$ cat config.mk
export PLATFORM = sky130hd
export DESIGN_NAME = abkf_div
export DESIGN_NICKNAME = d
export VERILOG_FILES = /design/src/abkf_pkg.sv /design/src/abkf_div.sv
export SDC_FILE = /design/constraint.sdc
export NUM_CORES = 1
export LEC_CHECK = 0
export ABC_AREA = 1
export BUFFER_PORTS_ARGS = -buffer_cell sky130_fd_sc_hd__buf_2
export CELL_PAD_IN_SITES_DETAIL_PLACEMENT = 0
export CELL_PAD_IN_SITES_GLOBAL_PLACEMENT = 2
export CORE_ASPECT_RATIO = 0.6
export CORE_MARGIN = 2
export CORE_UTILIZATION = 34
export DETAILED_ROUTE_END_ITERATION = 8
export PLACE_DENSITY = 0.88
export SYNTH_ARGS = -nofsm -noshare
export SYNTH_HDL_FRONTEND = slang
export SYNTH_SLANG_ARGS = --single-unit
$ cat constraint.sdc
create_clock -name i_clk -period 7.7 [get_ports i_clk]
set_clock_uncertainty 0.05 [all_clocks]
set_input_delay 0.77 -clock i_clk [delete_from_list [all_inputs] [get_ports i_clk]]
set_output_delay 0.77 -clock i_clk [all_outputs]
set_load 0.05 [all_outputs]
$ cat src/abkf_pkg.sv
// Package with types, constants and helpers for the angle/bias Kalman filter.
package abkf_pkg;

    localparam int unsigned DataW  = 32;
    localparam int unsigned CfgW   = 31;
    localparam int unsigned DtW    = 16;
    localparam int unsigned FracW  = 16;
    localparam int unsigned DivCntW = 6;

    localparam logic [1:0] RegAngleNoise = 2'd0;
    localparam logic [1:0] RegBiasNoise  = 2'd1;
    localparam logic [1:0] RegMeasNoise  = 2'd2;

    localparam logic [CfgW-1:0] AngleNoiseRst = 31'd52429;
    localparam logic [CfgW-1:0] BiasNoiseRst  = 31'd655;
    localparam logic [CfgW-1:0] MeasNoiseRst  = 31'd32768;

    localparam logic signed [33:0] HalfTurn = 34'sd11796480;
    localparam logic signed [33:0] FullTurn = 34'sd23592960;

    typedef enum logic [4:0] {
        ST_IDLE,
        ST_RATE,
        ST_ANG,
        ST_T0,
        ST_T1,
        ST_T2,
        ST_T3,
        ST_AA,
        ST_AB,
        ST_BB,
        ST_INNOV,
        ST_S,
        ST_DIV0,
        ST_DIV1,
        ST_CA,
        ST_CB,
        ST_P00,
        ST_P01,
        ST_P10,
        ST_P11,
        ST_OUT
    } t_state;

    typedef struct packed {
        logic start;
        logic busy;
    } t_div_ctl;

    // Saturate a 34-bit signed sum to 32 bits.
    function automatic logic [DataW-1:0] sat34(input logic signed [33:0] v);
        logic [DataW-1:0] r;
        if (v > 34'sh0_7FFF_FFFF) begin
            r = 32'h7FFF_FFFF;
        end else if (v < -34'sh0_8000_0000) begin
            r = 32'h8000_0000;
        end else begin
            r = v[DataW-1:0];
        end
        return r;
    endfunction

    // Round a 64-bit product to Q16.16 (half up) and saturate.
    function automatic logic [DataW-1:0] rnd_sat(input logic signed [63:0] p);
        logic signed [64:0] n;
        logic signed [48:0] q;
        logic [DataW-1:0] r;
        n = {p[63], p} + 65'sd32768;
        q = n[64:16];
        if (q > 49'sh0_7FFF_FFFF) begin
            r = 32'h7FFF_FFFF;
        end else if (q < -49'sh0_8000_0000) begin
            r = 32'h8000_0000;
        end else begin
            r = q[DataW-1:0];
        end
        return r;
    endfunction

endpackage

$ cat src/abkf_div.sv
// Iterative signed divider for (num << 16) / den with truncation and saturation.
module abkf_div (
    input  logic                       i_clk,
    input  logic                       i_rst_n,
    input  abkf_pkg::t_div_ctl         i_ctl,
    input  logic [31:0]                i_num,
    input  logic [31:0]                i_den,
    output logic                       o_done,
    output logic [31:0]                o_quot
);
    import abkf_pkg::*;

    logic [47:0]        r_rem;
    logic [47:0]        r_quo;
    logic [31:0]        r_den;
    logic               r_neg;
    logic               r_zero;
    logic [DivCntW-1:0] r_cnt;
    logic               r_run;
    logic               r_done;
    logic [47:0]        n_rem_sh;
    logic [48:0]        n_diff;
    logic [31:0]        num_abs;
    logic [31:0]        den_abs;
    logic signed [49:0] sq;

    assign num_abs = i_num[31] ? (~i_num + 32'd1) : i_num;
    assign den_abs = i_den[31] ? (~i_den + 32'd1) : i_den;
    assign n_rem_sh = {r_rem[46:0], r_quo[47]};
    assign n_diff = {1'b0, n_rem_sh} - {17'd0, r_den};

    // One quotient bit per cycle, 48 bits in all.
    always_ff @(posedge i_clk) begin
        if (!i_rst_n) begin
            r_run  <= 1'b0;
            r_done <= 1'b0;
            r_cnt  <= '0;
        end else begin
            r_done <= 1'b0;
            if (i_ctl.start) begin
                r_run  <= 1'b1;
                r_cnt  <= '0;
                r_rem  <= '0;
                r_quo  <= {num_abs, 16'd0};
                r_den  <= den_abs;
                r_neg  <= i_num[31] ^ i_den[31];
                r_zero <= (i_den == 32'd0);
            end else if (r_run) begin
                if (!n_diff[48]) begin
                    r_rem <= n_diff[47:0];
                    r_quo <= {r_quo[46:0], 1'b1};
                end else begin
                    r_rem <= n_rem_sh;
                    r_quo <= {r_quo[46:0], 1'b0};
                end
                r_cnt <= r_cnt + DivCntW'(1);
                if (r_cnt == DivCntW'(47)) begin
                    r_run  <= 1'b0;
                    r_done <= 1'b1;
                end
            end
        end
    end

    assign sq = r_neg ? -$signed({2'b00, r_quo}) : $signed({2'b00, r_quo});

    always_comb begin
        if (r_zero) begin
            o_quot = '0;
        end else if (sq > 50'sh0_7FFF_FFFF) begin
            o_quot = 32'h7FFF_FFFF;
        end else if (sq < -50'sh0_8000_0000) begin
            o_quot = 32'h8000_0000;
        end else begin
            o_quot = sq[31:0];
        end
    end

    assign o_done = r_done && !i_ctl.busy;
endmodule

==> results of run 1 <==
## metrics by stage
stage	setup slack, ns	hold WS [ns]
2_1_floorplan	4.09	0.402
3_3_place_gp	3.93	0.421
3_5_place_dp	3.91	0.426
4_1_cts	3.43	0.437
5_1_grt	3.19	0.472
6_report	3.41	0.434
## where the power goes
group | switching (uW) | internal, uW
clock | 370 | 485
sequential | 62.5 | 923
combinational | 576 | 273
## registers in the layout, indices dropped and copies added (netlist names)
| signal | flops |
|---|---|
| r_quo | 48 |
| r_rem | 47 |
| r_den | 32 |
| r_cnt | 6 |
| r_done | 1 |
| r_neg | 1 |
| r_run | 1 |
| r_zero | 1 |
## per-layer routing
| metal | up-vias | global-route usage | wire length (microns) |
|---|---|---|---|
| met3 | 16 | 0.0557 | 3170 |
| met2 | 331 | 0.260 | 13100 |
| met4 | 0 | 0.0392 | 267 |
| met1 | 5075 | 0.345 | 20400 |
| li1 | 5478 | - | - |
| met5 | - | 0 | 0 |
## logic make-up (layout without fill, tap and decap cells)
group | after synthesis | after routing | synth area share
AO/OA/AOI/OAI | 278 | 278 | 0.139
XOR/XNOR | 118 | 118 | 0.0892
adder cells (fa/ha/maj) | 37 | 37 | 0.0406
buffers and inverters | 247 | 344 | 0.0883
flip-flops | 137 | 137 | 0.348
AND/OR/NAND/NOR | 797 | 797 | 0.295
## synth_stat cells, drive strengths merged, types with 25 or more instances
library cell,instances,area (sq um)
clkbuf,25,93.8
nand3,72,365
nand4,34,213
xnor2,47,412
edfxtp,129,3870
a21oi,117,709
nor3,35,200
nand2,377,1480
o21ai,122,614
xor2,71,622
nor2,264,1050
ha,36,450
inv,203,762
## worst max-delay path by stage
stage	startpoint	to	slack [ns]	depth (start not counted)
floorplan	i_ctl[1]	r_quo[0]	4.09	3
global placement	r_neg	o_quot[2]	3.93	16
detailed placement	r_quo[47]	r_rem[43]	3.91	13
CTS	r_neg	o_quot[2]	3.43	16
global route	r_neg	o_quot[21]	3.19	16
finish	r_neg	o_quot[6]	3.41	16
## worst register-to-register path: stages (launching register included)
cell and delay, ns:
sky130_fd_sc_hd__edfxtp_1 0.38, sky130_fd_sc_hd__inv_1 0.10, sky130_fd_sc_hd__ha_1 0.24, sky130_fd_sc_hd__fa_1 0.41
sky130_fd_sc_hd__o21ai_1 0.27, sky130_fd_sc_hd__a21oi_1 0.18, sky130_fd_sc_hd__o21bai_2 0.35, sky130_fd_sc_hd__a21o_1 0.19
sky130_fd_sc_hd__nand2_1 0.07, sky130_fd_sc_hd__nand3b_2 0.48, sky130_fd_sc_hd__buf_4 0.54, sky130_fd_sc_hd__nand3_1 0.18
sky130_fd_sc_hd__nor2_1 0.13, sky130_fd_sc_hd__nor2_1 0.06
## final cells by class
| class | count | share of cell area |
|---|---|---|
| sequential | 137 | 0.309 |
| clock buffer | 18 | 0.0329 |
| multi-input combinational | 1230 | 0.501 |
| timing repair buffer | 107 | 0.0424 |
| tap | 459 | 0.0440 |
| inverter | 205 | 0.0589 |
| clock inverter | 14 | 0.0122 |
==> metrics list, run 1 <==
- The most used flip-flop cell after synthesis is sky130_fd_sc_hd__edfxtp_1.
- The total overflow left after global routing is 0.
- The tightest min-delay check is of the flop to flop type.
- PD cells: 206 nW/um^2
- In this run the standard cell core region covers 33,600 sq um.
* Vias after detailed routing: 10,900
* Antenna violation net count after detailed routing: 0
- Status: completed
- The worst setup path is launched from a flop.
- Counting both buffers and inverters, the worst setup path holds a total of 3.
* Final core utilization: 0.388
- The routed design has 36.9 mm of wire.
- Clock sinks: 137
- In the global route stage, overall resource usage came out at 0.209.
* Critical path cell sequence: buf_4, inv_2, nor2_1, nor2_2, nand2_1, nand2_1, nand2_1, nand2_1, nor2_1, nand2_1, nor2_1, nand2_1, nand2_4, nand2_1, a21oi_2, buf_2
- Clk slew on worst S/H paths: ~0.070 ns
* Fraction of registers with async set/reset: 0
- Buffers inserted during clock tree synthesis total 17.
- Count of cells resized by post-cts repair: 0
- The number of placed instances, taps included, is 2,138.
* Startpoint of the worst hold path: r_cnt[1]
- At the worst endpoint, the required time is 6.88 ns.
- Cell count of the worst reg-to-reg path: 13
* Unrepaired setup endpoints after global routing: no
* Nets in the synthesized netlist: 1,719
- The library cell used most frequently in the layout, excluding fill and tap cells, is sky130_fd_sc_hd__nand2_1.
- Reg-to-Reg End: r_rem[43]
- The smallest clock period supported by the final layout is computed as 4.29 ns.
- Number of nets in the finished design: between 1,500 and 2,000
* Critical Setup Path Class: flop to output port
- After routing, the total negative slack on setup checks comes to 0 ns.
* Die Area: about 36,000 sq um
- Critical register-to-register path startpoint: r_quo[47]
- The finished cells cover 13,100 sq um.
* Share of the clock period used by the worst path: 0.557
* Post-synth EDFFs: 129
* Ys Warns: 0
* Overall power: 2690 uW
- During I/O placement, the number of pins put on the boundary was about 100.
- In this run the cell area of the synthesized design comes to about 12,000 sq um.
- Cells after Synth: between 1,500 and 2,000
* First-pass GRT wire length: around 57 mm
- The H-tree was split into 4 levels.
* Maximum buffer depth of the clock tree: 2
- Endpoint, Worst Hold: r_cnt[1]
* Maximum cell stage delay along the critical path: about 0.46 ns
* Final std cells w/o fill: 2,170
* Commonest cells after routing, fill and taps aside: sky130_fd_sc_hd__nand2_1 (353), sky130_fd_sc_hd__nor2_1 (250), sky130_fd_sc_hd__inv_1 (201)
- In this design, the largest share of critical-path delay is due to simple AND/OR/NAND/NOR gates.
- For this run, the detailed router's first-pass iteration total came to 5.
* Antenna violations before repair: 0
- After detailed routing, the average wire length per cell comes to 17.0 microns.
- Clk Tree Root Cell: sky130_fd_sc_hd__clkbuf_16
- Setup violations remaining at the end of the flow were counted as 0.
- For this run, the register share of the synthesized area comes to 0.348.
- Fill cell total of the finished layout: 3,548
* Vertical extent of the die: 147 microns
- The analysis attributes to cell leakage a power of 0.00555 uW.
- At the pin with the least slew margin, the transition time is 0.994 ns.
- Clk_lat worst skew: 0.45 ns
- Most common cell type on the critical path: sky130_fd_sc_hd__nand2_1
- Synth cell types: 53
- Max Fanout on Critical Path: 46
- Sequential cell area in the final layout: around 4000 sq um
* Instance area at placement: 12,500 sq um
- Critical-path top delay cell: sky130_fd_sc_hd__buf_4
- The tool flagged a number of max-cap violations equal to 0.
- Antenna Diode Count: 0
* Count of buffers inserted at the top-level ports: 100
- The initial utilization of the core area, before any placement, comes to 0.344.
- Derived from the worst setup path, the maximum achievable clock frequency is approximately 230 MHz.
- The number of slew-limit violations in the final report was 0.
- Pin count of the biggest net entering global routing: 69
- Endpoints failing hold: 0
- Once the clock tree was built, the setup fixing pass inserted 0 buffers.
- Of the cells placed in the final design, the portion with a size suffix greater than 1 is 0.128.
- Measured along the x axis, the die boundary spans around 240 microns.
- Arrival time of data at the critical path endpoint: 3.47 ns
* Final routed DRC violation total: 0
- The number of global-route vias before repair came to 9,983.
* Iter 0 DRT Violations: just over 900
- Maximum ir drop on the vdd rail: 181 uV
- Detailed placement HPWL: about 30 mm
- Flop-to-flop setup slack: 3.84 ns
* Setup crit end kind: output port
- The synthesized design contains 137 register bits.
- Dividing the synthesized area by the synthesized cell count gives 7.18 sq um.
- Clock tree from TritonCTS: yes
- Worst rel slew slack: 0.338
- Weighted congestion at the end of routability-driven global placement: about 0.94
* Site row count: 52
- Synthesis-to-layout area growth: 12.7%
* Hold Path Cell Cnt: 2
- Vias per cell: 5.02
- The multi-input combinational cells in the finished layout cover a total of 6540 sq um.
- Hold repair after CTS inserted 0 buffers.
Note: power is estimated with default switching activity, not from simulation.
==> run 2, diff against run 1 <==
--- a/config.mk
+++ b/config.mk
@@ -5,7 +5,7 @@
 export SDC_FILE = /design/constraint.sdc
 export NUM_CORES = 1
 export LEC_CHECK = 0
-export ABC_AREA = 1
+export ABC_AREA = 0
 export BUFFER_PORTS_ARGS = -buffer_cell sky130_fd_sc_hd__buf_2
 export CELL_PAD_IN_SITES_DETAIL_PLACEMENT = 0
 export CELL_PAD_IN_SITES_GLOBAL_PLACEMENT = 2
@@ -13,7 +13,7 @@
 export CORE_MARGIN = 2
 export CORE_UTILIZATION = 34
 export DETAILED_ROUTE_END_ITERATION = 8
-export PLACE_DENSITY = 0.88
+export PLACE_DENSITY = 0.84
 export SYNTH_ARGS = -nofsm -noshare
 export SYNTH_HDL_FRONTEND = slang
 export SYNTH_SLANG_ARGS = --single-unit
==> constraint.sdc (replaced) <==
create_clock -name i_clk -period 4.2 [get_ports i_clk]
set_clock_uncertainty 0.05 [all_clocks]
set_input_delay 0.42 -clock i_clk [delete_from_list [all_inputs] [get_ports i_clk]]
set_output_delay 0.42 -clock i_clk [all_outputs]
set_load 0.05 [all_outputs]
==> run 2 against run 1 <==
  * The run now ends with negative setup slack left
  * Setup slack worse by 3.5 ns
  * Register-to-register slack got worse by 3.7 ns
  * Highest routed layer unchanged
  * Hold slack worse by 0.24 ns
  * Area after synthesis is 8.8% lower
  * Critical endpoint is now o_quot[27]
  * Critical path type unchanged
  * First-iteration DRC count shrank 15%
  * Clock power is 80% higher
==> metrics list, run 2 <==
- The number of synthesized flops with an enable pin is 129 (unchanged).
* Maximum ir drop on the vdd rail: 220 uV (+21%)
- Critical-path top delay cell: sky130_fd_sc_hd__or4_4
- The die area is 32,500 sq um (-8.6%).
- Number of register bits inferred by synthesis: 137 (unchanged)
- The clock insertion delay at the later pin of the skew report is 0.44 ns (about the same).
- Final routed DRC violation total: 0 (unchanged)
- The number of global-route vias before repair came to 8,902 (-11%).
- The layout filler cell count came to 3,049 (-14%).
- Top post-synthesis cells by area: sky130_fd_sc_hd__edfxtp_1 (37%), sky130_fd_sc_hd__xor2_1 (5.9%), sky130_fd_sc_hd__a21oi_1 (5.0%)
* First-pass GRT wire length: 52.5 mm (-8.0%)
- Global route total overflow: 0 (unchanged)
- Vertical extent of the die: 141 microns (-4.4%)
* Share of the clock period used by the worst path: 1.03
* Clock tree from TritonCTS: yes
- Hold Path Cell Cnt: 1 (-1)
- Core area: 30,300 sq um (-10%)
- Number of nets in the finished design: 1,425 (-21%)
- Setup repair after global routing could not meet its margin everywhere.
- The biggest area contributor in the post-synthesis netlist is sky130_fd_sc_hd__edfxtp_1.
* Weighted congestion at the end of routability-driven global placement: 0.909 (-3.2%)
* Worst min path class: primary input to flop
- Clk Tree Root Cell: sky130_fd_sc_hd__clkbuf_16
* Yosys top cell area share: 0.367 (+0.0323)
- Grouping stages by cell kind, the critical path spends the most delay in simple AND/OR/NAND/NOR gates.
- The number of slew-limit violations in the final report came to 0 (unchanged).
* Synthesis-to-layout area growth: 21.1%
* Critical register-to-register path startpoint: r_den[14]
- The post-route antenna net violation count was 0 (unchanged).
- For hold timing, the worst endpoint is r_den[0].
* Routed wire per std cell: 19.4 microns (+14%)
- The clock transition time at the flip-flop clock pins of the worst setup and hold paths was 0.07 ns (about the same).
- The library cell used most frequently in the layout, excluding fill and tap cells, is sky130_fd_sc_hd__edfxtp_1.
* Fraction of registers with async set/reset: 0 (unchanged)
- The critical path is of the flop to output port type.
- Maximum buffer depth of the clock tree: 2 (unchanged)
- The number of ports placed on the die boundary was 101 (unchanged).
- Final core utilization: 0.422 (+0.0342)
- The number of iterations in the first detailed-routing pass is 5 (unchanged).
* Fraction of layout instances using a drive strength above 1: 0.196 (+0.0678)
- The highest cell delay on the worst timing path came to 0.59 ns (+0.13 ns).
* Cell count of the worst reg-to-reg path: 12 (-1)
* Number of buffers inserted by hold repair at cts: 0 (unchanged)
* Ys Warns: 0 (unchanged)
* Max Fanout on Critical Path: 31 (-33%)
- The library cells used most frequently in the layout, excluding fill and tap cells, are sky130_fd_sc_hd__edfxtp_1 (129), sky130_fd_sc_hd__nand2_1 (113), sky130_fd_sc_hd__a21oi_1 (105).
- Startpoint of the worst hold path: i_den[0]
* Max Cap Viol: 0 (unchanged)
- The endpoint identified for the worst register-to-register timing path is r_rem[37].
- The total length of routed wires was 33.7 mm (-8.7%).
* Slew at the pin with the worst max-slew slack: 0.955 ns (-0.0383 ns)
- The flop-to-flop setup slack came to 0.14 ns (-3.70 ns).
- The worst hold margin is 0.192 ns (-0.243 ns).
- Startpoint class of the critical path: flop
- In the final layout, the registers with the most flip-flops are r_quo: 48 flops, r_rem: 47 flops, r_den: 32 flops.
- Post-synthesis cell area: 10,600 sq um (-8.8%)
- The flow ran to the end, but the final reports show violations.
- The final hold violation count is 0 (unchanged).
- Worst Slack Setup Final: -0.110 ns (-3.52 ns)
* Detailed placement HPWL: 25.2 mm (-14%)
- The arrival time of data at the critical path endpoint was 3.84 ns (+0.37 ns).
* Die width: 232 microns (-4.4%)
- The total number of placement rows is 49 (-5.8%).
* Antenna violations before repair: 0 (unchanged)
- The share of synthesized area occupied by flip-flops and latches came to 0.382 (+0.0336).
- Setup crit end kind: output port
- Critical path cell sequence: or4_4, or4_4, buf_4, nor4_4, nand4_1, a2111oi_2, nand4_1, o31a_1, buf_12, a21oi_1, buf_4
- Data required time of the critical path: 3.73 ns (-3.15 ns)
- Pin count of the biggest net entering global routing: 73 (+5.8%)
- The count of different cell masters after synthesis is 70 (+32%).
- The initial core utilization was 0.349 (+0.00440).
- The overall via count from detail_route was 9,609 (-12%).
- Prevailing post-synth register cell: sky130_fd_sc_hd__edfxtp_1
- The number of clock buffers inserted by TritonCTS is 17 (unchanged).
- PD cells: 352 nW/um^2 (+71%)
- Vias per cell: 5.52 (+9.9%)
* Clock period minus worst slack: 4.31 ns
- The worst slew margin relative to its limit is 0.363 (+0.0255).
* Antenna Diode Count: 0 (unchanged)
* Count of buffers inserted at the top-level ports: 100 (unchanged)
* Buf+Inv Stages, Crit Path: 3 (unchanged)
* Register with the most flip-flops: r_quo
- Nets in the synthesized netlist: 1,294 (-25%)
* Largest register FFs: 48 (unchanged)
* Setup-failing EPs final: 31 (+31)
- Sorting the synthesized cells by how often they occur yields sky130_fd_sc_hd__edfxtp_1 (129), sky130_fd_sc_hd__nand2_1 (113), sky130_fd_sc_hd__a21oi_1 (105), sky130_fd_sc_hd__nor2_1 (105), sky130_fd_sc_hd__xor2_1 (71).
* Most frequent cell after synthesis: sky130_fd_sc_hd__edfxtp_1
* Average size of a mapped cell: 8.89 sq um (+24%)
- Highest Clock Rate: 232 MHz
* Clock sinks: 137 (unchanged)
* Iter 0 DRT Violations: 792 (-15%)
* GRT Resource Usage Total: 0.210 (+0.00136)
- Violations in the final reports: negative setup slack
- Cells after Synth: 1,189 (-26%)
- The number of H-tree levels is 4 (unchanged).
* Static Leakage: 0.00488 uW (-12%)
## run 2: cell types whose count changed in the layout (fill, tap and decap cells not counted), sizes merged, moves of 26 or more
cell,delta
nor2,-159
inv,-151
nor2b,+26
nand2,-264
buf,+64
nand3,-49
o31ai,+34
o21ai,-61
or3,+29
or4,+27
## run 2: metrics by stage
step | setup WS (ns) | setup TNS (ns) | power (uW) | cells | cell area, sq um
after floorplan | 0.0143 | 0 | 2550 | 1189 | 10600
after global placement | 0.0694 | 0 | 2920 | 1697 | 11800
after detailed placement | 0.0204 | 0 | 2920 | 1697 | 11800
after CTS | -0.112 | -2.36 | 4510 | 1738 | 12700
after global routing | -0.293 | -7.78 | 4730 | 1741 | 12800
final | -0.110 | -2.44 | 4500 | 1741 | 12800
## run 2: how the worst max path moves through the flow
stage / endpoint / depth (start not counted) / from / slack (ns)
after global routing: o_quot[19] / 11 / r_quo[20] / -0.29
after global placement: o_quot[12] / 10 / r_quo[11] / 0.07
after floorplan: o_quot[12] / 10 / r_quo[20] / 0.01
after CTS: o_quot[28] / 11 / r_quo[20] / -0.11
final: o_quot[27] / 11 / r_quo[20] / -0.11
after detailed placement: o_quot[28] / 10 / r_quo[11] / 0.02
## run 2: layer usage
metal,vias to the layer above,track usage,part of all wire
met5,-,0,0
met4,0,0.0354,0.0058
met3,12,0.0537,0.082
met2,299,0.250,0.35
li1,4706,-,-
met1,4592,0.360,0.56
## run 2: what timing repair did
action / 4_1_cts / 5_1_grt
gates resized for setup: 66 / 12
setup buffers: 7 / 2
gates cloned: 2 / 1
endpoints found under the setup margin: 31 / 31
pin swaps: 4 / 4
## run 2: logic make-up after synthesis
kind of cell    synth area share
simple gates               0.215
compound gates             0.202
flops                      0.382
xor+xnor                  0.0995
buf+inv                   0.0460
fa+ha+maj                 0.0445
mux                       0.0111
## run 2: area by class of cell
class	instances	area (sq um)	area share
Clock buffer	17	425	0.0333
Inverter	53	199	0.0156
Sequential cell	137	4030	0.315
Multi-Input combinational cell	940	6220	0.486
Tap cell	408	510	0.0399
Timing Repair Buffer	171	1240	0.0968
Clock inverter	15	161	0.0126
## run 2: worst reg2reg max path: cells and delay by family, from the launching register on
kind / cells / cell delay [ns]
flip-flops: 1 / 0.36
AO/OA/AOI/OAI: 6 / 1.92
AND/OR/NAND/NOR: 1 / 0.39
multiplexers: 1 / 0.32
adder cells (fa/ha/maj): 1 / 0.26
buffers and inverters: 3 / 0.51
## run 2: report_power, final
group          leakage, uW  switching [uW]  internal, uW
clock             0.000286             661           884
combinational      0.00330             738           481
sequential         0.00130            98.1          1640
total              0.00488            1500          3010
